**src/sv/pph_pkg.sv**
```systemverilog
package pph_pkg;

    // Fixed sizes of the request and result fields.
    localparam int COORD_INPUTS = 4;
    localparam int COORD_W      = 18;
    localparam int COUNT_W      = 32;
    localparam int DIMS_W       = 3;
    localparam int DIM_IDX_W    = $clog2(COORD_INPUTS);

    // Defaults of the top-level parameters.
    localparam int DEF_MAX_DIMS    = 4;
    localparam int DEF_PAIR_BINS   = 20;
    localparam int DEF_SINGLE_BINS = 100;

    // Widths that hold the largest legal parameter values, so the queue
    // entry has one layout for every configuration.
    localparam int SBIN_MAX_W  = 8;
    localparam int PBIN_MAX_W  = 6;
    localparam int SADDR_MAX_W = 11;
    localparam int PADDR_MAX_W = 17;

    localparam int QUEUE_DEPTH = 2;

    localparam logic [DIMS_W-1:0] DIMS_RESET = 3'd4;

    typedef enum logic [1:0] {
        KIND_ADD    = 2'd0,
        KIND_SINGLE = 2'd1,
        KIND_PAIR   = 2'd2,
        KIND_NONE   = 2'd3
    } kind_t;

    // One classified request as it travels from the front to the back.
    // The pair bins are kept twice so that the row and the column each
    // have a select of their own.
    typedef struct packed {
        kind_t                                      kind;
        logic [DIMS_W-1:0]                          dims;
        logic [COORD_INPUTS-1:0][SBIN_MAX_W-1:0]    sbin;
        logic [COORD_INPUTS-1:0][PBIN_MAX_W-1:0]    prow;
        logic [COORD_INPUTS-1:0][PBIN_MAX_W-1:0]    pcol;
        logic [COORD_INPUTS-1:0]                    hi;
        logic [COORD_INPUTS-1:0]                    lo;
        logic                                       addr_ok;
        logic [SADDR_MAX_W-1:0]                     saddr;
        logic [PADDR_MAX_W-1:0]                     paddr;
    } pph_item_t;

endpackage

```
**src/sv/pph_queue.sv**
```systemverilog
module pph_queue #(
    parameter int DEPTH = 2
) (
    input  logic                clk,
    input  logic                rst_n,
    input  logic                push,
    input  pph_pkg::pph_item_t  push_item,
    input  logic                pop,
    output pph_pkg::pph_item_t  head,
    output logic                empty,
    output logic                full
);

    import pph_pkg::*;

    localparam int PTR_W = $clog2(DEPTH);
    localparam int CNT_W = $clog2(DEPTH + 1);

    pph_item_t          entries_reg [DEPTH];
    logic [PTR_W-1:0]   wr_ptr_reg;
    logic [PTR_W-1:0]   rd_ptr_reg;
    logic [CNT_W-1:0]   count_reg;
    logic [PTR_W-1:0]   wr_ptr_next;
    logic [PTR_W-1:0]   rd_ptr_next;
    logic [CNT_W-1:0]   count_next;

    assign empty = (count_reg == '0);
    assign full  = (count_reg == CNT_W'(DEPTH));
    assign head  = entries_reg[rd_ptr_reg];

    always_comb
    begin
        wr_ptr_next = wr_ptr_reg;
        rd_ptr_next = rd_ptr_reg;
        count_next  = count_reg;
        if (push)
        begin
            wr_ptr_next = (wr_ptr_reg == PTR_W'(DEPTH - 1)) ? '0 : wr_ptr_reg + 1'b1;
        end
        if (pop)
        begin
            rd_ptr_next = (rd_ptr_reg == PTR_W'(DEPTH - 1)) ? '0 : rd_ptr_reg + 1'b1;
        end
        if (push && !pop)
        begin
            count_next = count_reg + 1'b1;
        end
        else if (pop && !push)
        begin
            count_next = count_reg - 1'b1;
        end
    end

    always_ff @(posedge clk or negedge rst_n)
    begin
        if (!rst_n)
        begin
            wr_ptr_reg <= '0;
            rd_ptr_reg <= '0;
            count_reg  <= '0;
        end
        else
        begin
            wr_ptr_reg <= wr_ptr_next;
            rd_ptr_reg <= rd_ptr_next;
            count_reg  <= count_next;
        end
    end

    always_ff @(posedge clk)
    begin
        if (push)
        begin
            entries_reg[wr_ptr_reg] <= push_item;
        end
    end

`ifndef ASSERT_OFF
    a_no_push_when_full: assert property (@(posedge clk) disable iff (!rst_n)
        push |-> !full)
        else $error("queue written while full");

    a_no_pop_when_empty: assert property (@(posedge clk) disable iff (!rst_n)
        pop |-> !empty)
        else $error("queue read while empty");
`endif

endmodule

```
**config.mk**
```make
export PLATFORM = sky130hd
export DESIGN_NAME = pph_queue
export DESIGN_NICKNAME = d
export VERILOG_FILES = /design/src/sv/pph_pkg.sv /design/src/sv/pph_queue.sv
export SDC_FILE = /design/constraint.sdc
export NUM_CORES = 1
export LEC_CHECK = 0
export BUFFER_PORTS_ARGS = -buffer_cell sky130_fd_sc_hd__buf_2
export CAP_MARGIN = 20
export CORE_MARGIN = 5
export CORE_UTILIZATION = 28
export DETAILED_ROUTE_END_ITERATION = 10
export SETUP_SLACK_MARGIN = 0.02
export SLEW_MARGIN = 20
export SYNTH_ARGS = -nofsm -noshare
export SYNTH_HDL_FRONTEND = slang
export SYNTH_SLANG_ARGS = --single-unit
```
**constraint.sdc**
```tcl
create_clock -name clk -period 9.6 [get_ports clk]
set_input_delay 1.92 -clock clk [delete_from_list [all_inputs] [get_ports clk]]
set_output_delay 1.92 -clock clk [all_outputs]
set_load 0.01 [all_outputs]
```
# ---- Yosys cells after proc, flatten, opt, wreduce, memory -nomap -nowiden
# Memory sizes are Yosys's and may differ from the RTL's.
# Index checks and enable logic that the tools add are counted.
dict set report classes {
  n_addsub 4
  multipliers 0
  div 0
  n_lt_le_gt_ge 0
  eq_ne 1
  n_shift 0
  n_mux 6
  n_bitwise 0
  n_reduce_logical 6
}
# cell count
set ops {}
lappend ops {{$mux W1} 4}
lappend ops {{$mux W2} 2}
lappend ops {{$add A1 B1 Y1 const B} 2}
lappend ops {{$add A2 B1 Y2 const B} 1}
lappend ops {{$eq A2 B2 Y1 const B} 1}
lappend ops {{$logic_and A1 B1 Y1} 2}
lappend ops {{$logic_not A1 Y1} 2}
lappend ops {{$logic_not A2 Y1} 1}
lappend ops {{$reduce_bool A2 Y1} 1}
lappend ops {{$sub A2 B1 Y2 const B} 1}
dict set report totals {
  reg_bits 4
  latch_bits 0
  ram_bits 244
  romBits 0
  in_bits 126
  mem_count 1
}
# memory depth width read_ports rd_ports_with_merged_regs write_ports line
set mem_list {}
lappend mem_list {entries_reg 2 122 1 0 1 pph_queue.sv:19} ;# pph_item_t entries_reg [DEPTH];

# ---- Depth between registers and ports, before layout
# Gate-level depths: netlist (run 1).
dict set report logic_depth {
  ltp_word 4
  depth_mapped 5
  depth_no_buf 5
}

# ---- Worst setup path after synthesis (run 1)
# No wires, ideal clock.
dict set report synth_path {
  path_kind {input port to flip-flop}
  from {input push}
  to {memory entries_reg[0][0] in the netlist's numbering, enable pin}
  setup_ps 619
  arrival_time_ps 7212
  slack_ps 1769
  cell_stages 1
  n_path_buf 0
  path_cell_list {nor2b_1}
}
dict set report synth_via {
  elab_chain_len 2
}
# item line
set synth_lines {}
lappend synth_lines {{start: declaration} pph_queue.sv:6} ;# input logic push,
lappend synth_lines {{$mux W1} pph_queue.sv:72} ;# if (push)
lappend synth_lines {{$mux W1 (not written as such)} pph_queue.sv:74} ;# entries_reg[wr_ptr_reg] <= push_item;
lappend synth_lines {{end: declaration} pph_queue.sv:19}
# Every way passes these cells.

==> results.yml, run 1 <==
sta:
  slew_headroom: 0.340
  finClkSkew_ns: 0.00770
  finalSetupViolCount: 0
  max_freq_ghz: 0.229
  fin_ws_ns: 5.23
  tns_ns: 0
  rsz0062_at_grt: "no"
  min_period_over_period: 0.456
  worstMarginPinSlew_ns: 0.990
  hold_viol_final: 0
  maxSlewViolCount: 0
  min_period_ns: 4.37
clock_tree:
  cts_htree_levels: 1
  clk_path_buf_depth: 3
  root_buffer: "clkbuf_16"
  hold_buffers: 0
  cts_tree: "built"
  cts_sinks: 248
  clock_latency_ns: 0.52
  cts_buffers: 27
  cts_resized: 0
  post-cts-setup-buffers: 0
  clk_pin_slew_ns: 0.06
logic_synthesis:
  syn_avg_cell_area_um2: 23.4
  syn_inst: 396
  ys_seq_area_frac: 0.800
  synth.cell_area_um2: 9280
  syn_nets: 523
  yosys_warnings: 0
  synth_cell_type_count: 14
  ys_seq_elements: 248
drt:
  drt-vias-per-instance: 4.07
  vias: 4585
  dr.pass1.iters: 4
  initialDrtViolationCount: 198
  drt-wirelength-per-cell_um: 16.8
  final_antenna_net_count: 0
  route.detailed.drc: 0
  wl_mm: 18.9
floorplanning:
  initial_core_util: 0.285
  die_width_um: 192
  core_um2: 32600
  dieHeight_um: 192
  pin_count: 250
  core.rowCount: 66
  dieArea_um2: 36900
placed_design:
  place_inst: 1078
  dp.final_hpwl_mm: 12.2
  dp_slack_ns: 5.21
  io_buffers: 249
  place.gp.congestion: 0.669
setup_path:
  endpoint_kind: "output port"
  crit_path_max_fanout: 60
  arrival_ns: 2.45
  crit_required_ns: 7.68
  startpoint_type: "register"
  crit_type: "register to output port"
job:
  drv_cap: 0
finish:
  largest_reg_flops: 244
  syn2layout_area_growth_pct: 27.9
  fin_nets: 792
  final_common_cell: "buf_2"
  final_cells: 1126
  final_cell_mix: "249 x buf_2, 244 x edfxtp_1, 70 x mux2_4"
  final_layout_size_suffix_gt1_frac: 0.609
pwr:
  leakagePower_nw: 4.59
  max-vdd-ir-drop_v: 0.000164
  power_density_nw_per_um2: 298
global_routing:
  grt_pass1_vias: 4896
  track_usage: 0.0971
  grt_pass1_wl_mm: 27.9
  grt_antenna_before_repair: 0
  grt-ovfl-total: 0
  grt_max_degree: 64
worst_hold_path:
  hp-class: "register to register"
run_status:
  status: "finished clean"
[cells by family (layout without fill, tap and decap cells)]
kind of cell               count (synthesis)  in the layout  synth area share
buffers and inverters                     15            301            0.0144
and+or+nand+nor                            5              5           0.00283
xor gates and xnor gates                   5              5           0.00472
DFF                                      248            248             0.800
adders and majority gates                  1              1           0.00135
other                                      0              2                 0
muxes                                    122            122             0.176
[routing by layer]
layer,GRT usage,share of wire
met4,0.0241,0.024
met3,0.0431,0.11
met2,0.164,0.48
met5,0,0
met1,0.113,0.38
[area by class of cell]
type                    count  area [um2]
clock buffers              31         691
fillers                  3088       20700
repair buffers            254        1280
flip-flops and latches    248        7430
clock inverters            15         174
well taps                 442         553
multi-input cells         133        1730
diodes                      2        5.00
inverters                   1        3.75
[metrics by stage]
step	cell area, um2	power (mW)	hold slack, ns	utilization
2_1_floorplan	9280	2.25	0.455	-
3_3_place_gp	11000	2.57	0.477	0.337
3_5_place_dp	11000	2.58	0.488	0.337
4_1_cts	11900	3.62	0.499	0.364
5_1_grt	11900	3.73	0.523	0.364
6_report	11900	3.53	0.496	0.364
[report_power, final]
group | internal, mW | switching, mW
logic | 0.496 | 0.529
clock network | 0.617 | 0.391
registers | 1.44 | 0.0576
[cell usage after synthesis, drive strengths merged]
cell	n	share of area
and2	1	0.00067
buf	14	0.014
dfrtp	4	0.011
edfxtp	244	0.79
ha	1	0.0013
inv	1	0.00040
mux2	122	0.18
nor2	2	0.00081
nor2b	2	0.0013
xnor2	1	0.00094
xor2	4	0.0038
[worst paths after layout]
kind | start | to | slack, ns | cells past startpoint
max | rd_ptr_reg | head[21] | 5.23 | 3
max in group asynchronous | rst_n | rd_ptr_reg | 8.26 | 1
min in group asynchronous | rst_n | count_reg[1] | 1.21 | 1
max reg2reg | wr_ptr_reg | entries_reg[0][108] | 7.02 | 3
min reg2reg | count_reg[1] | count_reg[1] | 0.50 | 1
min | count_reg[1] | count_reg[1] | 0.50 | 1
[worst max-delay path, cell delays in order, from the launching register on]
cell	delay, ns
dfrtp_4	0.55
buf_4	0.75
mux2_2	0.43
buf_2	0.14
Note: power is estimated with default switching activity, not from simulation.
==> inputs of run 2 (changes only) <==
--- a/config.mk
+++ b/config.mk
@@ -5,6 +5,7 @@
 export SDC_FILE = /design/constraint.sdc
 export NUM_CORES = 1
 export LEC_CHECK = 0
+export ABC_AREA = 1
 export BUFFER_PORTS_ARGS = -buffer_cell sky130_fd_sc_hd__buf_2
 export CAP_MARGIN = 20
 export CORE_MARGIN = 5
==> constraint.sdc (replaced) <==
create_clock -name clk -period 3.5 [get_ports clk]
set_input_delay 0.7 -clock clk [delete_from_list [all_inputs] [get_ports clk]]
set_output_delay 0.7 -clock clk [all_outputs]
set_load 0.01 [all_outputs]
==> run 2 against run 1 <==
Wire length shrank 0.80%; core utilization grew 0.30 points; hold slack lost 0.14 ns; critical path depth is the same; first-iteration DRC count shrank 7.1%; synthesized area grew 0.22%; clock skew grew 0.0080 ns; synthesized cell count grew 2.3%; non-clock buffer count grew 6; global-route usage shrank 0.29 points; critical endpoint is now head[115]; largest cell class unchanged.
==> results.yml, run 2 <==
run_status:
  status: "finished clean"
floorplanning:
  dieHeight_um: 192
  dieArea_um2: 37000
  core_um2: 32700
  die_width_um: 192
  initial_core_util: 0.284
  pin_count: 250
  core.rowCount: 66
setup_path:
  crit_path_max_fanout: 43
  path_cells: "buf_4 -> mux2_2 -> buf_2"
  startpoint_type: "register"
  crit_type: "register to output port"
  crit_required_ns: 2.80
  r2r_slack_ns: 1.87
  slowest_delay_ns: 0.89
  endpoint_kind: "output port"
  arrival_ns: 2.24
  crit_slowest_cell: "dfrtp_4"
drt:
  vias: 4642
  met1_length_mm: 7.56
  dr_wl_met3_mm: 1.71
  dr.pass1.iters: 4
  route.detailed.drc: 0
  wl_mm: 18.7
  initialDrtViolationCount: 184
  wl_met2_mm: 8.91
  top_layer_used: "met5"
  final_antenna_net_count: 0
  drt-wirelength-per-cell_um: 16.4
  drt-vias-per-instance: 4.06
pwr:
  max-vdd-ir-drop_v: 0.000487
  clkPwrFrac: 0.274
  p_int_mw: 6.95
  power_frac_comb: 0.294
  sw_frac_of_total: 0.282
  netSwitchingPower_mw: 2.73
  p_total_mw: 9.68
  power_density_nw_per_um2: 807
  p_seq_frac: 0.432
  leakagePower_nw: 4.65
sta:
  finClkSkew_ns: 0.0157
  tns_ns: 0
  finalSetupViolCount: 0
  slew_headroom: 0.529
  min_period_ns: 2.94
  hold_viol_final: 0
  min_period_over_period: 0.841
  max_freq_ghz: 0.340
  worstMarginPinSlew_ns: 0.706
  maxSlewViolCount: 0
  rsz0062_at_grt: "no"
logic_synthesis:
  synth_edf_count: 244
  async_flop_share: 0.0161
  synth.most_common_cell: "edfxtp_1"
  netlist_top_cells_count: "244 x edfxtp_1, 70 x mux2_4, 52 x mux2_2"
  ys_seq_area_frac: 0.799
  yosysTopAreaCell: "edfxtp_1"
  syn_avg_cell_area_um2: 23.0
  synth_cell_type_count: 15
  synth_top_flop_cell: "edfxtp_1"
  yosys_warnings: 0
  syn_nets: 532
  synthTopCellsByArea: "edfxtp_1 79%, mux2_4 11%, mux2_2 6.3%, dfrtp_1 1.1%, buf_6 0.97%"
  syn_inst: 405
  synth_top_area_share: 0.788
  ys_seq_elements: 248
  synth.cell_area_um2: 9300
finish:
  fin_nets: 807
  largest_reg_flops: 244
  fin_util: 0.367
  final_common_cell: "buf_2"
  final_layout_size_suffix_gt1_frac: 0.601
  final_cell_mix: "249 x buf_2, 244 x edfxtp_1, 70 x mux2_4"
  syn2layout_area_growth_pct: 29.0
global_routing:
  grt-ovfl-total: 0
  track_usage: 0.0942
  grt_max_degree: 66
  grt_antenna_before_repair: 2
  grt_pass1_vias: 4796
  grt_pass1_wl_mm: 27.1
clock_tree:
  clk_path_buf_depth: 3
  cts_tree: "built"
  cts_resized: 0
  cts_buffers: 27
  clock_latency_ns: 0.52
  root_buffer: "clkbuf_16"
  clk_pin_slew_ns: 0.06
  cts_htree_levels: 1
  cts_sinks: 248
placed_design:
  dp.final_hpwl_mm: 12.5
  place.gp.congestion: 0.721
  io_buffers: 249
worst_hold_path:
  hp-class: "input port to register"
job:
  drv_cap: 0
-- run 2: cell families (layout without fill, tap and decap cells) --
group,after synthesis,in the layout,synth area share
xor+xnor,3,3,0.00283
fa+ha+maj,1,1,0.00135
buf+inv,21,316,0.0168
flops,248,248,0.799
mux,122,122,0.176
other cells,0,1,0
simple gates,10,10,0.00444
-- run 2: metrics by stage --
step | worst slack (ns) | std cells | area (um2) | hold slack, ns
2_1_floorplan | 0.522 | 405 | 9310 | 0.404
3_3_place_gp | 1.10 | 1092 | 11100 | 0.492
3_5_place_dp | 1.07 | 1092 | 11100 | 0.502
4_1_cts | 0.498 | 1142 | 12000 | 0.329
5_1_grt | 0.425 | 1143 | 12000 | 0.333
6_report | 0.558 | 1143 | 12000 | 0.360
-- run 2: worst max-delay path, delay by kind of cell, from the launching register on --
| family | cells | cell delay [ns] |
|---|---|---|
| muxes | 1 | 0.35 |
| buffers and inverters | 2 | 0.46 |
| DFF | 1 | 0.89 |
-- run 2: power groups by stage --
stage	Combinational [mW]	Sequential, mW	Clock, mW
final	2.84	4.18	2.66
after detailed placement	2.92	4.26	0
after floorplan	1.98	4.13	0
after CTS	2.94	4.20	2.76
after global routing	3.06	4.24	2.90
after global placement	2.91	4.24	0
-- run 2: what timing repair did --
action | CTS | global route
setup buffers | 0 | 0
hold buffers | 1 | 0
endpoints found under the hold margin | 4 | 0
-- run 2: path summary, 6_finish.rpt --
path                           startpoint                   to  cells after the start
setup reg to reg               wr_ptr_reg   entries_reg[1][52]                      3
hold / removal             push_item[109]  entries_reg[0][109]                      1
setup / recovery               rd_ptr_reg            head[115]                      3
min in group asynchronous           rst_n         count_reg[0]                      2
hold reg to reg              count_reg[1]         count_reg[1]                      2
max in group asynchronous           rst_n           rd_ptr_reg                      2
-- run 2: layout make-up --
type | instances | area [um2]
antenna | 1 | 2.50
clock buffer | 33 | 698
clock inverter | 16 | 140
fill | 3111 | 20700
inverter | 7 | 30.0
multi-input combinational | 136 | 1720
sequential | 248 | 7430
tap | 442 | 553
timing repair buffer | 260 | 1420
-- run 2: per-layer routing --
layer / global-route usage / up-vias
met5: 0 / -
met2: 0.154 / 175
met1: 0.119 / 2273
met3: 0.0336 / 34
met4: 0.0266 / 2
li1: - / 2158
==> inputs of run 3 (changes only) <==
==> constraint.sdc (replaced) <==
create_clock -name clk -period 3.1 [get_ports clk]
set_input_delay 0.62 -clock clk [delete_from_list [all_inputs] [get_ports clk]]
set_output_delay 0.62 -clock clk [all_outputs]
set_load 0.01 [all_outputs]
==> run 3 against run 2 <==
Global-route usage rose by 0.28 points; combinational power rose by 14%; first-iteration DRC count fell by 3.8%; wire length rose by 0.12%; largest power group unchanged; sequential cell count did not move; sequential power rose by 12%; non-clock buffer count rose by 1.
==> results.yml, run 3 (synthesis gave the netlist of run 2 again) <==
sta:
  finalSetupViolCount: 0
  max_freq_ghz: 0.371
  slew_headroom: 0.699
  worstMarginPinSlew_ns: 0.451
  rsz0062_at_grt: "no"
  hold_viol_final: 0
  maxSlewViolCount: 0
  min_period_over_period: 0.870
  tns_ns: 0
  finClkSkew_ns: 0.0131
  min_period_ns: 2.70
clock_tree:
  clock_latency_ns: 0.52
  root_buffer: "clkbuf_16"
  cts_htree_levels: 1
  clk_pin_slew_ns: 0.06
  hold_buffers: 1
  cts_sinks: 248
  cts_resized: 0
  cts_tree: "built"
  clk_path_buf_depth: 3
  post-cts-setup-buffers: 0
  cts_buffers: 26
drt:
  route.detailed.drc: 0
  dr.pass1.iters: 4
  vias: 4638
  initialDrtViolationCount: 177
  drt-vias-per-instance: 4.07
  drt-wirelength-per-cell_um: 16.4
  final_antenna_net_count: 0
  wl_mm: 18.7
setup_path:
  endpoint_kind: "output port"
  slowest_delay_ns: 0.72
  path_cells: "buf_4 -> mux2_2 -> buf_2"
  r2r_slack_ns: 1.57
  crit_slowest_cell: "dfrtp_4"
  crit_path_max_fanout: 26
  ff2ff_path_depth: 2
  startpoint_type: "register"
  crit_type: "register to output port"
  crit_required_ns: 2.48
  arrival_ns: 2.08
finish:
  design_area_um2: 12000
  syn2layout_area_growth_pct: 28.6
  largest_reg_flops: 244
  regArea_um2: 7430
  fin_nets: 807
  n_fill_cell: 3099
  final_layout_size_suffix_gt1_frac: 0.598
  final_cell_mix: "249 x buf_2, 244 x edfxtp_1, 70 x mux2_4"
  final_common_cell: "buf_2"
  multi_input_area_um2: 1720
floorplanning:
  dieHeight_um: 192
  die_width_um: 192
  core_um2: 32700
  core.rowCount: 66
  dieArea_um2: 37000
  pin_count: 250
  initial_core_util: 0.284
placed_design:
  place.gp.congestion: 0.683
  place_area_um2: 11100
  io_buffers: 249
  dp.final_hpwl_mm: 12.7
global_routing:
  track_usage: 0.0970
  grt_pass1_wl_mm: 27.7
  grt-ovfl-total: 0
  grt_pass1_vias: 5037
  grt_max_degree: 62
  grt_antenna_before_repair: 0
pwr:
  max-vdd-ir-drop_v: 0.000453
  leakagePower_nw: 4.63
  power_density_nw_per_um2: 908
run_status:
  status: "finished clean"
worst_hold_path:
  worst_hold_path.num_cells: 1
  hp-class: "input port to register"
job:
  drv_cap: 0
-- run 3: layout make-up --
class,instances,area share
flip-flops and latches,248,0.621
multi-input cells,136,0.144
repair buffers,261,0.118
clock buffers,34,0.0587
well taps,442,0.0462
clock inverters,11,0.00858
inverters,7,0.00251
diodes,1,0.000209
-- run 3: power by group --
part	internal, mW	switching [mW]	total (mW)
Sequential	4.45	0.231	4.68
Clock	1.74	1.19	2.93
Combinational	1.63	1.63	3.25
Total	7.82	3.04	10.9
-- run 3: critical path, delay by kind of cell, from the launching register on --
kind	cells	cell delay (ns)
muxes	1	0.36
DFF	1	0.72
buffers and inverters	2	0.46
-- run 3: path summary, 6_finish.rpt --
path / start / endpoint
worst max-delay path: rd_ptr_reg / head[112]
worst min-delay path: push_item[100] / entries_reg[0][100]
worst max register to register: wr_ptr_reg / entries_reg[0][55]
worst min register to register: count_reg[1] / count_reg[1]
max in group asynchronous: rst_n / rd_ptr_reg
min in group asynchronous: rst_n / rd_ptr_reg
-- run 3: metal layers --
metal / share of wire / global-route usage
met1: 0.41 / 0.122
met2: 0.48 / 0.161
met3: 0.097 / 0.0340
met4: 0.019 / 0.0241
met5: 0 / 0
-- run 3: through the flow --
stage                      util  cells  hold slack, ns  power [mW]  setup slack (ns)
after floorplan               -    405           0.324        6.90             0.202
after detailed placement  0.341   1093           0.443        8.11             0.901
final                     0.366   1140           0.283        10.9             0.403
after global placement    0.341   1093           0.441        8.08             0.920
after CTS                 0.366   1139           0.241        11.1             0.314
after global routing      0.366   1139           0.242        11.5             0.260
