$ cat src/sv/pph_pkg.sv
package pph_pkg;

    // Fixed sizes of the request and result fields.
    localparam int COORD_INPUTS = 4;
    localparam int COORD_W      = 18;
    localparam int COUNT_W      = 32;
    localparam int DIMS_W       = 3;
    localparam int DIM_IDX_W    = $clog2(COORD_INPUTS);

    // Defaults of the top-level parameters.
    localparam int DEF_MAX_DIMS    = 4;
    localparam int DEF_PAIR_BINS   = 20;
    localparam int DEF_SINGLE_BINS = 100;

    // Widths that hold the largest legal parameter values, so the queue
    // entry has one layout for every configuration.
    localparam int SBIN_MAX_W  = 8;
    localparam int PBIN_MAX_W  = 6;
    localparam int SADDR_MAX_W = 11;
    localparam int PADDR_MAX_W = 17;

    localparam int QUEUE_DEPTH = 2;

    localparam logic [DIMS_W-1:0] DIMS_RESET = 3'd4;

    typedef enum logic [1:0] {
        KIND_ADD    = 2'd0,
        KIND_SINGLE = 2'd1,
        KIND_PAIR   = 2'd2,
        KIND_NONE   = 2'd3
    } kind_t;

    // One classified request as it travels from the front to the back.
    // The pair bins are kept twice so that the row and the column each
    // have a select of their own.
    typedef struct packed {
        kind_t                                      kind;
        logic [DIMS_W-1:0]                          dims;
        logic [COORD_INPUTS-1:0][SBIN_MAX_W-1:0]    sbin;
        logic [COORD_INPUTS-1:0][PBIN_MAX_W-1:0]    prow;
        logic [COORD_INPUTS-1:0][PBIN_MAX_W-1:0]    pcol;
        logic [COORD_INPUTS-1:0]                    hi;
        logic [COORD_INPUTS-1:0]                    lo;
        logic                                       addr_ok;
        logic [SADDR_MAX_W-1:0]                     saddr;
        logic [PADDR_MAX_W-1:0]                     paddr;
    } pph_item_t;

endpackage

$ cat src/sv/pph_front.sv
module pph_front #(
    parameter int MAX_DIMS    = pph_pkg::DEF_MAX_DIMS,
    parameter int PAIR_BINS   = pph_pkg::DEF_PAIR_BINS,
    parameter int SINGLE_BINS = pph_pkg::DEF_SINGLE_BINS
) (
    input  logic                                clk,
    input  logic                                rst_n,
    input  logic                                cfg_valid,
    output logic                                cfg_ready,
    input  logic [pph_pkg::DIMS_W-1:0]          active_dims,
    input  logic                                in_valid,
    output logic                                in_ready,
    input  logic [1:0]                          kind,
    input  logic signed [pph_pkg::COORD_W-1:0]  coord_0,
    input  logic signed [pph_pkg::COORD_W-1:0]  coord_1,
    input  logic signed [pph_pkg::COORD_W-1:0]  coord_2,
    input  logic signed [pph_pkg::COORD_W-1:0]  coord_3,
    input  logic [1:0]                          read_dim_a,
    input  logic [1:0]                          read_dim_b,
    input  logic [6:0]                          read_bin_a,
    input  logic [4:0]                          read_bin_b,
    input  logic                                q_full,
    input  logic                                clearing,
    output logic                                push,
    output pph_pkg::pph_item_t                  push_item
);

    import pph_pkg::*;

    localparam int DIM_CAP   = (MAX_DIMS < COORD_INPUTS) ? MAX_DIMS : COORD_INPUTS;
    localparam int PAIR_BANK = PAIR_BINS * PAIR_BINS;
    localparam int PROD_W    = 28;

    typedef struct packed {
        logic [SBIN_MAX_W-1:0] bin;
        logic                  hi;
        logic                  lo;
    } bin_res_t;

    // Scale a Q2.16 coordinate by the bin count, truncate toward zero and
    // clamp into the valid bin range.
    function automatic bin_res_t bin_of(input logic signed [COORD_W-1:0] c,
                                        input int nbins);
        logic signed [PROD_W-1:0] p;
        logic signed [PROD_W-1:0] neg;
        logic [PROD_W-17:0]       b;
        bin_res_t                 r;
        p   = PROD_W'(c) * PROD_W'(nbins);
        neg = -p;
        b   = p[PROD_W-1:16];
        r   = '0;
        if (!p[PROD_W-1])
        begin
            if (b >= (PROD_W-16)'(nbins))
            begin
                r.hi  = 1'b1;
                r.bin = SBIN_MAX_W'(nbins - 1);
            end
            else
            begin
                r.bin = b[SBIN_MAX_W-1:0];
            end
        end
        else
        begin
            // Small negative values truncate to zero and are not flagged.
            r.lo = |neg[PROD_W-1:16];
        end
        return r;
    endfunction

    // First bank number of the pairs whose higher dimension is a.
    function automatic logic [2:0] tri_base(input logic [1:0] a);
        logic [2:0] t;
        unique case (a)
            2'd0:    t = 3'd0;
            2'd1:    t = 3'd0;
            2'd2:    t = 3'd1;
            2'd3:    t = 3'd3;
            default: t = 3'd0;
        endcase
        return t;
    endfunction

    logic [DIMS_W-1:0]                      active_dims_reg;
    logic [DIMS_W-1:0]                      dims_eff;
    logic signed [COORD_W-1:0]              coord [COORD_INPUTS];
    logic                                   pair_used;
    bin_res_t                               sres [COORD_INPUTS];
    bin_res_t                               pres [COORD_INPUTS];
    kind_t                                  kind_in;
    logic [2:0]                             bank;

    assign cfg_ready = 1'b1;

    always_ff @(posedge clk or negedge rst_n)
    begin
        if (!rst_n)
        begin
            active_dims_reg <= DIMS_RESET;
        end
        else if (cfg_valid)
        begin
            active_dims_reg <= active_dims;
        end
    end

    always_comb
    begin
        if (active_dims_reg == '0)
        begin
            dims_eff = DIMS_W'(1);
        end
        else if (active_dims_reg > DIMS_W'(DIM_CAP))
        begin
            dims_eff = DIMS_W'(DIM_CAP);
        end
        else
        begin
            dims_eff = active_dims_reg;
        end
    end

    assign coord[0]  = coord_0;
    assign coord[1]  = coord_1;
    assign coord[2]  = coord_2;
    assign coord[3]  = coord_3;
    assign pair_used = (dims_eff >= DIMS_W'(2));
    assign kind_in   = kind_t'(kind);
    assign bank      = tri_base(read_dim_a) + 3'(read_dim_b);

    assign in_ready = !q_full && !clearing;
    assign push     = in_valid && in_ready;

    always_comb
    begin
        push_item      = '0;
        push_item.kind = kind_in;
        push_item.dims = dims_eff;
        for (int i = 0; i < COORD_INPUTS; i++)
        begin
            sres[i] = bin_of(coord[i], SINGLE_BINS);
            pres[i] = bin_of(coord[i], PAIR_BINS);
            push_item.sbin[i] = sres[i].bin;
            push_item.prow[i] = pres[i].bin[PBIN_MAX_W-1:0];
            push_item.pcol[i] = pres[i].bin[PBIN_MAX_W-1:0];
            if (DIMS_W'(i) < dims_eff)
            begin
                push_item.hi[i] = sres[i].hi || (pair_used && pres[i].hi);
                push_item.lo[i] = sres[i].lo || (pair_used && pres[i].lo);
            end
        end
        unique case (kind_in)
            KIND_SINGLE:
            begin
                push_item.addr_ok = (int'(read_dim_a) < MAX_DIMS)
                                 && (int'(read_bin_a) < SINGLE_BINS);
            end
            KIND_PAIR:
            begin
                push_item.addr_ok = (int'(read_dim_a) < MAX_DIMS)
                                 && (read_dim_a > read_dim_b)
                                 && (int'(read_bin_a) < PAIR_BINS)
                                 && (int'(read_bin_b) < PAIR_BINS);
            end
            KIND_ADD, KIND_NONE:
            begin
                push_item.addr_ok = 1'b0;
            end
            default:
            begin
                push_item.addr_ok = 1'b0;
            end
        endcase
        push_item.saddr = SADDR_MAX_W'(32'(read_dim_a) * SINGLE_BINS + 32'(read_bin_a));
        push_item.paddr = PADDR_MAX_W'(32'(bank) * PAIR_BANK + 32'(read_bin_a) * PAIR_BINS
                                       + 32'(read_bin_b));
    end

endmodule

$ cat config.mk
export PLATFORM = sky130hd
export DESIGN_NAME = pph_front
export DESIGN_NICKNAME = d
export VERILOG_FILES = /design/src/sv/pph_pkg.sv /design/src/sv/pph_front.sv
export SDC_FILE = /design/constraint.sdc
export NUM_CORES = 1
export LEC_CHECK = 0
export BUFFER_PORTS_ARGS = -buffer_cell sky130_fd_sc_hd__buf_2
export CAP_MARGIN = 20
export CORE_MARGIN = 3
export CORE_UTILIZATION = 40
export DETAILED_ROUTE_END_ITERATION = 10
export GPL_ROUTABILITY_DRIVEN = 1
export SLEW_MARGIN = 25
export SYNTH_ARGS = -nofsm -noshare
export SYNTH_HDL_FRONTEND = slang
export SYNTH_SLANG_ARGS = --single-unit
$ cat constraint.sdc
create_clock -name clk -period 11.2 [get_ports clk]
set_clock_uncertainty 0.05 [all_clocks]
set_input_delay 2.8 -clock clk [delete_from_list [all_inputs] [get_ports clk]]
set_output_delay 2.8 -clock clk [all_outputs]
set_load 0.005 [all_outputs]
**Word level (Yosys, flattened, before mapping)**

Index checks and enable logic that the tools add are counted.

- $mul: 11
- Order comparisons: 18
- Mux-type cells: 44
- Equality and inequality tests: 6
- Div/mod/pow operators: 0
- Shifts and indexed selects: 0
- Reductions and logical operators: 35
- $add $sub $neg: 12
- Bitwise gates (word level): 0

Operator list:

| cell | number |
|---|---|
| $neg 24->28 | 4 |
| $neg 26->28 | 4 |
| $mul 18x6->24 const B | 4 |
| $reduce_or 12->1 | 8 |
| $mul 18x4->22 const B | 4 |
| $ge 12x5->1 const B | 4 |
| $ge 12x7->1 const B | 4 |
| $mux 9 | 4 |
| $mux 8 | 4 |
| $mux 7 | 4 |
| $mux 1 | 24 |
| $mux 6 | 4 |
| $add 13x5->14 | 1 |
| $add 12x12->13 | 1 |
| $logic_and 1x1->1 | 12 |
| $add 9x7->10 | 1 |
| $mul 7x3->10 const B | 1 |
| $pmux 3 s3 | 1 |
| $eq 2x2->1 const B | 4 |
| $logic_or 1x1->1 | 8 |
| $mul 3x5->8 const B | 1 |
| $lt 7x5->1 const B | 1 |
| $lt 7x7->1 const B | 1 |
| $mul 2x5->7 const B | 1 |
| 14 further kinds | 21 |

- Latch bits: 0
- Register bits after elaboration: 3
- Bits in writable memories: 0
- Output and inout bits: 125
- Memory bits (read-only): 0
- Word-level logic and storage cells: 127
- Memories: 0
- Input bits: 99

**Longest topological paths before layout**

Gate-level depths: netlist of run 1.

- Word-level depth: 7
- Gate-level depth with buffers: 19
- Mapped depth without buffers: 18

**Least setup slack after synthesis of run 1**

OpenSTA, ideal clock, no wires.

- Path kind: in2out
- From: input coord_3[1] in the netlist's numbering
- To: output push_item[32] in the netlist's numbering
- Required time: 8.350 ns
- Setup slack: 1.396 ns
- Data arrival time: 6.954 ns
- Cell stages on the path: 18
- Buffers on the path: 0
- Cell sequence: inv_1 ha_1 fa_1 ha_1 ha_1 inv_1 fa_1 nand2b_1 a211o_1 and3_1 or4_1 nand4b_1 nor4_1 a21o_1 a21boi_1 a41o_1 and4_1 o22ai_1

RTL lines:

| what | line | text |
|---|---|---|
| start: declaration | pph_front.sv:17 | `input logic signed [pph_pkg::COORD_W-1:0] coord_3,` |
| end: declaration | pph_front.sv:25 | `output pph_pkg::pph_item_t push_item` |

==> results.py, run 1 <==
metrics = {
    "status": {
        "run_status": "completed",
    },
    "run": {
        "max_cap_viol_count": 0,
    },
    "clock_network": {
        "holdBufCountCts": 0,
        "cts.htree.levels": 1,
        "ctsRootBufferMaster": "clkbuf_16",
        "clock-sinks": 3,
        "post_cts.resized_instances": 0,
        "tritoncts": "done",
        "worst_setup_hold_path_clk_slew_ns": 0.03,
        "clock_latency_at_the_later_pin_of_the_worst_skew_pair_ns": 0.22,
        "cts-root-to-sink-buffers": 2,
        "cts_inserted_buffers": 3,
        "cts_post_setup_buffers_inserted": 0,
    },
    "drt": {
        "routed_wl_um": 36900,
        "remaining_drcs": 0,
        "drt_pass1_iterations": 5,
        "vias_per_cell": 5.70,
        "wl_per_cell_um": 15.5,
        "ant_nets": 0,
        "vias": 13600,
        "dr.first_iter.drc_count": 608,
    },
    "floorplanning": {
        "die-width_um": 197,
        "placeableCoreArea_um2": 35700,
        "area_of_the_die_um2": 38800,
        "ios": 224,
        "die-height_um": 197,
        "core.rowCount": 69,
        "start_util_pct": 40.8,
    },
    "sta": {
        "maxSlewHeadroom_pct": 40.4,
        "timing.final.max_slew_violations": 0,
        "max_freq_mhz": 94.6,
        "final.setup.tns_ns": 0,
        "final_cycle_share_pct": 94.4,
        "fin_worst_setup_slack_ns": 0.627,
        "finalHoldViolCount": 0,
        "whs_ns": 0.528,
        "worstMarginPinSlew_ns": 0.892,
        "period_minus_slack_ns": 10.57,
        "finalSetupViolations": 0,
        "rsz0062_at_grt": "no",
    },
    "place": {
        "hpwl_um": 32400,
        "io_buffer_count": 202,
        "place_congestion": 0.892,
        "place_area_um2": 15800,
        "dp_worst_setup_slack_ns": 0.681,
        "placedCellCount": 2383,
    },
    "worst_setup_path": {
        "startpoint": "coord_0[1]",
        "cp_cell_sequence": "buf_2 > inv_1 > ha_1 > fa_1 > ha_1 > ha_1 > inv_1 > fa_1 > nand2b_1 > a2111oi_0 > mux2i_1 > nor4_1 > o2111ai_1 > or4_1 > nor2_1 > mux2_2 > o41ai_1 > buf_4 > o21ai_1 > buf_2",
        "critPathBufInv": 5,
        "cp_max_stage_delay_ns": 0.51,
        "worstReg2RegStart": "active_dims_reg[2]",
        "critical_path.most_common_cell": "ha_1",
        "crit_type": "primary input to primary output",
        "critPathTopFamily": "adder cells",
        "critical_path.slowest_cell": "or4_1",
        "worstPathArrival_ns": 7.72,
        "type_of_element_launching_the_critical_path": "primary input",
        "critPathCaptureType": "primary output",
        "critical_path_peak_fanout": 6,
        "critical_path_required_ns": 8.35,
    },
    "global_route": {
        "total_track_usage_pct": 18.5,
        "grt_start_max_net_pins": 20,
        "overall_overflow_remaining_after_global_route": 0,
        "global_route_wire_length_before_repair_um": 61800,
        "initial_antenna_violation_count": 1,
        "first_global_vias": 13100,
    },
    "synth": {
        "yosys-top-cells-area": "ha_1 (35%), fa_1 (10%), xnor2_1 (4.3%)",
        "yosysWarningCount": 0,
        "ys.flop_type": "dfrtp_1",
        "synth_enable_flop_cells": 0,
        "synthesized_area_um2": 14600,
        "netlist_instances": 1765,
        "cell_type_contributing_the_most_total_cell_area_after_synthesis": "ha_1",
        "ys_types": 98,
        "yosys_register_bits": 3,
        "yosys.area.top_type_share_pct": 34.7,
        "syn_area_per_cell_um2": 8.26,
        "yosysSeqAreaShare_pct": 0.523,
        "synth_async_sr_flop_share_pct": 100,
    },
    "power": {
        "irDropWorstVdd_v": 0.0000621,
        "net-switching-power_mw": 1.03,
        "power.share.switching_pct": 56.5,
        "total_power_mw": 1.83,
        "clock_power_share_pct": 3.1,
        "cell_internal_pwr_mw": 0.794,
        "cellLeakagePower_nw": 7.91,
        "power_frac_seq_pct": 0.8,
        "power_density_nw_per_um2": 115,
        "power.share.combinational_pct": 96.1,
    },
    "finish": {
        "largest_register_ff_count": 3,
        "fin_area_um2": 15900,
        "antenna_cells": 0,
        "multi_input_comb_area_um2": 13700,
        "filler_cell_count": 3602,
        "layout.core_utilization_pct": 44.5,
        "layout-area-overhead-vs-synth_pct": 9.10,
        "register_area_um2": 76.3,
        "nNetsFinal": 2503,
        "final_layout_size_suffix_gt1_share_pct": 13.2,
        "fin_cells": 2387,
    },
    "hold_path": {
        "min-delay-start": "active_dims_reg[0]",
        "holdCritPathClass": "flip-flop to flip-flop",
    },
}
-- logic make-up after synthesis --
kind of cell	synth area share [%]
compound gates	21.1
fa+ha+maj	44.8
buf+inv	5.65
flops	0.523
xor+xnor	7.36
other cells	0.0515
mux	1.95
simple gates	18.7
-- routing by layer --
metal	vias up	track usage, %	wire [um]
li1	6889	-	-
met1	6375	25.9	17900
met2	297	31.8	17000
met3	32	1.45	1510
met4	2	2.82	485
met5	-	0	17
-- Yosys cell counts (all sizes together) (12+ instances only) --
master,count
a211oi,24
a21o,44
a21oi,122
a31oi,20
and2,18
and3,23
buf,44
clkbuf,20
fa,73
ha,404
inv,106
mux2i,16
nand2,91
nand2b,24
nand3,44
nand4,18
nor2,132
nor2b,15
nor3,48
o2111ai,12
o211ai,16
o21a,25
o21ai,72
o21bai,21
o31ai,18
or3,15
or4,12
xnor2,73
xor2,47
-- placed cells by master, fill, tap and decap left out, types with 10 or more instances in the layout --
cell / instances
o2111ai_1: 12
and2_1: 18
nand4b_1: 11
o211ai_1: 16
fa_1: 73
a31oi_1: 20
inv_1: 106
nor3_1: 48
a21o_1: 41
nand3_1: 43
buf_2: 202
o21ai_0: 59
nand2_1: 91
nand2b_1: 23
o21a_1: 25
or3_1: 13
nor4b_1: 10
ha_1: 404
nand4_1: 17
a211oi_1: 22
nor4_1: 11
conb_1: 17
o31ai_1: 17
and3_1: 21
o21bai_1: 20
o21ai_1: 13
a21oi_1: 120
nand3b_1: 11
mux2i_1: 16
xor2_1: 45
or4_1: 12
nor2b_1: 15
nor2_1: 132
xnor2_1: 72
-- power groups by stage --
stage / Sequential (mW) / Clock (mW) / Combinational (mW)
after CTS: 0.0147 / 0.0576 / 1.75
after global routing: 0.0148 / 0.0582 / 1.99
after global placement: 0.0148 / 0 / 1.72
after floorplan: 0.0129 / 0 / 1.31
final: 0.0145 / 0.0564 / 1.75
after detailed placement: 0.0147 / 0 / 1.74
-- final timing paths --
kind / end / slack, ns / cells past startpoint
worst max-delay path: push_item[29] / 0.63 / 20
worst min-delay path: active_dims_reg[0] / 0.53 / 2
worst max register to register: active_dims_reg[2] / 10.21 / 1
worst min register to register: active_dims_reg[0] / 0.53 / 2
max in group asynchronous: active_dims_reg[2] / 8.58 / 1
min in group asynchronous: active_dims_reg[1] / 2.32 / 1
-- area by class of cell --
class | count | share of cell area (%)
multi-input combinational | 1607 | 86.4
tap | 461 | 3.63
timing repair buffer | 206 | 6.54
clock buffer | 4 | 0.495
inverter | 106 | 2.50
sequential | 3 | 0.480
No activity file was read; power rests on OpenSTA's default activity.
==> inputs of run 2 (changes only) <==
- CORE_MARGIN: 3 -> 2
==> results.py, run 2 (synthesis results as in run 1) <==
metrics = {
    "finish": {
        "fin_area_um2": 15900,
        "final_layout_size_suffix_gt1_share_pct": 13.1,
        "most-common-layout-cells": "ha_1 (404), buf_2 (202), nor2_1 (132)",
        "layout_commonest_cell": "ha_1",
        "antenna_cells": 0,
        "layout.core_utilization_pct": 44.5,
        "largest_register_ff_count": 3,
        "nNetsFinal": 2501,
        "layout-area-overhead-vs-synth_pct": 9.03,
    },
    "floorplanning": {
        "die-width_um": 195,
        "start_util_pct": 40.8,
        "area_of_the_die_um2": 38000,
        "placeableCoreArea_um2": 35700,
        "ios": 224,
        "die-height_um": 195,
        "core.rowCount": 69,
    },
    "worst_setup_path": {
        "critical_path_peak_fanout": 6,
        "critical_path_required_ns": 8.35,
        "worstPathArrival_ns": 7.81,
        "r2r_slack_ns": 10.15,
        "capture_instance_of_the_worst_register_to_register_path": "active_dims_reg[2]",
        "crit_type": "primary input to primary output",
        "worstReg2RegStart": "active_dims_reg[2]",
        "critPathCaptureType": "primary output",
        "worstRegToRegCells": 1,
        "type_of_element_launching_the_critical_path": "primary input",
    },
    "drt": {
        "routed_wl_um": 37100,
        "ant_nets": 0,
        "vias_per_cell": 5.70,
        "vias": 13600,
        "dr.first_iter.drc_count": 641,
        "remaining_drcs": 0,
        "drt_pass1_iterations": 5,
        "wl_per_cell_um": 15.5,
    },
    "sta": {
        "final_cycle_share_pct": 95.1,
        "final.setup.tns_ns": 0,
        "timing.final.max_slew_violations": 0,
        "max_freq_mhz": 93.8,
        "period_minus_slack_ns": 10.66,
        "finalSetupViolations": 0,
        "worstMarginPinSlew_ns": 0.821,
        "finalHoldViolCount": 0,
        "rsz0062_at_grt": "no",
        "maxSlewHeadroom_pct": 45.3,
        "fin_worst_setup_slack_ns": 0.543,
    },
    "clock_network": {
        "cts_post_setup_buffers_inserted": 0,
        "tritoncts": "done",
        "clock-sinks": 3,
        "ctsRootBufferMaster": "clkbuf_16",
        "cts-root-to-sink-buffers": 2,
        "worst_setup_hold_path_clk_slew_ns": 0.03,
        "cts.htree.levels": 1,
        "post_cts.resized_instances": 0,
        "cts_inserted_buffers": 3,
        "clock_latency_at_the_later_pin_of_the_worst_skew_pair_ns": 0.23,
        "holdBufCountCts": 0,
    },
    "power": {
        "power_density_nw_per_um2": 115,
        "irDropWorstVdd_v": 0.000113,
        "cellLeakagePower_nw": 7.90,
    },
    "place": {
        "place_area_um2": 15800,
        "io_buffer_count": 202,
        "place_congestion": 0.924,
        "hpwl_um": 32400,
        "dp_worst_setup_slack_ns": 0.508,
    },
    "hold_path": {
        "worstHoldPathCells": 2,
        "hold_ep": "active_dims_reg[0]",
        "holdCritPathClass": "flip-flop to flip-flop",
        "min-delay-start": "active_dims_reg[0]",
    },
    "global_route": {
        "overall_overflow_remaining_after_global_route": 0,
        "global_route_wire_length_before_repair_um": 62300,
        "grt_start_max_net_pins": 20,
        "initial_antenna_violation_count": 0,
        "total_track_usage_pct": 19.0,
        "first_global_vias": 13000,
    },
    "status": {
        "run_status": "completed",
    },
    "run": {
        "max_cap_viol_count": 0,
    },
}
## run 2: changes by cell type in the layout (fill, tap and decap cells not counted), sizes merged
cell	previous run	this run
buf	206	204
## run 2: layout make-up
cell class / instances / area (um^2)
clock buffer: 4 / 78.8
fill: 3639 / 19800
inverter: 106 / 398
multi-input combinational: 1607 / 13700
sequential: 3 / 76.3
tap: 461 / 577
timing repair buffer: 204 / 1030
## run 2: how the worst max path moves through the flow
stage | cells after the start | slack, ns | from | to
2_1_floorplan | 18 | 1.40 | coord_3[1] | push_item[32]
3_3_place_gp | 19 | 0.61 | coord_0[1] | push_item[29]
3_5_place_dp | 19 | 0.51 | coord_0[1] | push_item[29]
4_1_cts | 19 | 0.52 | coord_0[1] | push_item[29]
5_1_grt | 19 | 0.28 | coord_0[1] | push_item[29]
6_report | 19 | 0.54 | coord_0[1] | push_item[29]
## run 2: layer usage
metal	global-route usage (%)	part of all wire [%]
met1	26.6	49
met5	0	0
met2	32.7	46
met3	1.02	3.5
met4	3.14	1.5
## run 2: report_power, final
group	internal, mW	switching [mW]	leakage (nW)
logic	0.733	1.02	7.82
clock network	0.0470	0.0101	0.0382
registers	0.0123	0.00300	0.0343
total	0.792	1.03	7.90
## run 2: per-stage QoR
| stage | hold slack, ns | cells | power, mW |
|---|---|---|---|
| 4_1_cts | 0.538 | 2385 | 1.82 |
| 3_5_place_dp | 0.528 | 2381 | 1.74 |
| 2_1_floorplan | 0.477 | 1780 | 1.32 |
| 3_3_place_gp | 0.502 | 2381 | 1.72 |
| 5_1_grt | 0.589 | 2385 | 2.06 |
| 6_report | 0.530 | 2385 | 1.82 |
## run 2: worst max-delay path, cell delays in order
cell       delay (ns)
buf_2            0.15
inv_1            0.08
ha_1             0.32
fa_1             0.46
ha_1             0.29
ha_1             0.18
inv_1            0.06
fa_1             0.37
nand2b_1         0.23
a2111oi_0        0.43
mux2i_1          0.14
nor4_1           0.31
o2111ai_1        0.21
or4_1            0.52
nor2_1           0.11
mux2_2           0.33
o41ai_1          0.52
o21ai_1          0.14
buf_2            0.16
==> inputs of run 3 (changes only) <==
- ABC_AREA: not set -> 1
==> results.py, run 3 <==
metrics = {
    "status": {
        "run_status": "completed",
    },
    "synth": {
        "synth_async_sr_flop_share_pct": 100,
        "post_synth_most_frequent_cells": "nand2_1 (875), inv_1 (411), ha_1 (404)",
        "ys_types": 53,
        "yosys_register_bits": 3,
        "yosys.area.top_type_share_pct": 29.1,
        "yosys-top-cells-area": "ha_1 (29%), nand2_1 (19%), inv_1 (8.9%)",
        "cell_type_contributing_the_most_total_cell_area_after_synthesis": "ha_1",
        "yosysWarningCount": 0,
        "synth_enable_flop_cells": 0,
        "yosys.cell_count.top_type": "nand2_1",
        "syn_area_per_cell_um2": 6.13,
        "synthesized_area_um2": 17300,
        "yosysSeqAreaShare_pct": 0.440,
        "ys.flop_type": "dfrtp_1",
        "netlist_instances": 2832,
    },
    "sta": {
        "worstMarginPinSlew_ns": 0.683,
        "rsz0062_at_grt": "no",
        "max_freq_mhz": 105,
        "period_minus_slack_ns": 9.54,
        "maxSlewHeadroom_pct": 54.0,
        "finalHoldViolCount": 0,
        "timing.final.max_slew_violations": 0,
        "final.setup.tns_ns": 0,
        "final_cycle_share_pct": 85.2,
        "finalSetupViolations": 0,
    },
    "finish": {
        "largest_register_ff_count": 3,
        "register_area_um2": 76.3,
        "nNetsFinal": 3580,
        "layout-area-overhead-vs-synth_pct": 8.74,
        "filler_cell_count": 4646,
        "most-common-layout-cells": "nand2_1 (875), inv_1 (411), ha_1 (404)",
        "multi_input_comb_area_um2": 15400,
        "final_layout_size_suffix_gt1_share_pct": 10.4,
        "antenna_cells": 0,
        "fin_cells": 3588,
        "layout_commonest_cell": "nand2_1",
        "layout.core_utilization_pct": 43.9,
    },
    "clock_network": {
        "holdBufCountCts": 0,
        "cts_inserted_buffers": 3,
        "cts_post_setup_buffers_inserted": 0,
        "cts.htree.levels": 1,
        "cts-root-to-sink-buffers": 2,
        "ctsRootBufferMaster": "clkbuf_16",
        "worst_setup_hold_path_clk_slew_ns": 0.03,
        "clock-sinks": 3,
        "post_cts.resized_instances": 0,
        "tritoncts": "done",
        "clock_latency_at_the_later_pin_of_the_worst_skew_pair_ns": 0.22,
    },
    "worst_setup_path": {
        "critical_path_peak_fanout": 5,
        "worstRegToRegCells": 2,
        "critical_path_cell_count": 25,
        "critPathTopFamily": "adder cells",
        "critical_path.slowest_cell": "fa_1",
        "crit_type": "primary input to primary output",
        "worstReg2RegStart": "active_dims_reg[2]",
        "critPathCaptureType": "primary output",
        "cp_max_stage_delay_ns": 0.47,
        "startpoint": "coord_2[1]",
        "r2r_slack_ns": 10.13,
        "critPathBufInv": 5,
        "critical_path_required_ns": 8.35,
        "worstPathArrival_ns": 6.69,
        "crit_path_end": "push_item[31]",
        "critical_path.most_common_cell": "nand2_1",
        "type_of_element_launching_the_critical_path": "primary input",
        "capture_instance_of_the_worst_register_to_register_path": "active_dims_reg[2]",
    },
    "floorplanning": {
        "ios": 224,
        "placeableCoreArea_um2": 43000,
        "core.rowCount": 76,
        "start_util_pct": 40.4,
        "die-height_um": 212,
        "area_of_the_die_um2": 45000,
        "die-width_um": 212,
    },
    "drt": {
        "wl_per_cell_um": 12.9,
        "ant_nets": 0,
        "vias_per_cell": 5.03,
        "remaining_drcs": 0,
        "routed_wl_um": 46200,
        "drt_pass1_iterations": 6,
        "vias": 18000,
        "dr.first_iter.drc_count": 902,
    },
    "hold_path": {
        "holdCritPathClass": "flip-flop to flip-flop",
    },
    "power": {
        "cellLeakagePower_nw": 11.2,
        "net-switching-power_mw": 1.41,
        "cell_internal_pwr_mw": 0.824,
        "power_density_nw_per_um2": 119,
        "clock_power_share_pct": 2.5,
        "power_frac_seq_pct": 0.6,
        "irDropWorstVdd_v": 0.0000744,
        "power.share.switching_pct": 63.2,
        "power.share.combinational_pct": 96.9,
    },
    "run": {
        "max_cap_viol_count": 0,
    },
    "global_route": {
        "overall_overflow_remaining_after_global_route": 0,
        "total_track_usage_pct": 20.5,
        "global_route_wire_length_before_repair_um": 78300,
        "initial_antenna_violation_count": 3,
        "grt_start_max_net_pins": 13,
        "first_global_vias": 17200,
    },
    "place": {
        "io_buffer_count": 202,
        "hpwl_um": 41300,
        "place_congestion": 0.934,
        "placedCellCount": 3584,
    },
}
## run 3: metal layers
layer	track usage, %	wire (um)	vias to the layer above
li1	-	-	9468
met5	0	30	-
met2	36.0	21300	299
met4	2.36	463	4
met3	1.39	1600	42
met1	28.2	22800	8219
## run 3: area by class of cell
type / instances / share of cell area, %
multi-input cells: 2369 / 81.5
inverters: 425 / 8.46
repair buffers: 202 / 5.36
well taps: 585 / 3.88
clock buffers: 4 / 0.418
flip-flops and latches: 3 / 0.405
## run 3: kinds of logic after synthesis
kind of cell	synth area share [%]
compound gates	8.49
xor+xnor	4.16
fa+ha+maj	37.6
buf+inv	11.3
flops	0.440
other cells	0.0433
simple gates	38.0
## run 3: worst min-delay path by stage
stage	cells after the start	from	to	slack, ns
floorplan	2	active_dims_reg[0]	active_dims_reg[0]	0.47
global placement	2	active_dims_reg[0]	active_dims_reg[0]	0.49
detailed placement	2	active_dims_reg[0]	active_dims_reg[0]	0.52
CTS	2	active_dims_reg[0]	active_dims_reg[0]	0.53
global route	2	active_dims_reg[0]	active_dims_reg[0]	0.57
finish	2	active_dims_reg[0]	active_dims_reg[0]	0.53
## run 3: through the flow
| step | power [mW] | hold slack [ns] | setup WS, ns | instance area, um^2 |
|---|---|---|---|---|
| 6_report | 2.24 | 0.531 | 1.66 | 18900 |
| 5_1_grt | 2.58 | 0.565 | 1.31 | 18900 |
| 4_1_cts | 2.24 | 0.535 | 1.66 | 18900 |
| 3_5_place_dp | 2.17 | 0.523 | 1.68 | 18800 |
| 3_3_place_gp | 2.15 | 0.494 | 1.78 | 18800 |
| 2_1_floorplan | 1.65 | 0.466 | 2.43 | 17400 |
## run 3: worst min-delay path, cell delays in order (launching register included)
cell and delay, ns:
dfrtp_1 0.37, inv_1 0.08, o21ai_0 0.08
## run 3: power groups by stage
stage	sequential, mW	clock, mW	combinational [mW]
after detailed placement	0.0136	0	2.15
after floorplan	0.0130	0	1.64
after CTS	0.0136	0.0577	2.17
after global routing	0.0138	0.0593	2.51
after global placement	0.0136	0	2.13
final	0.0135	0.0566	2.17
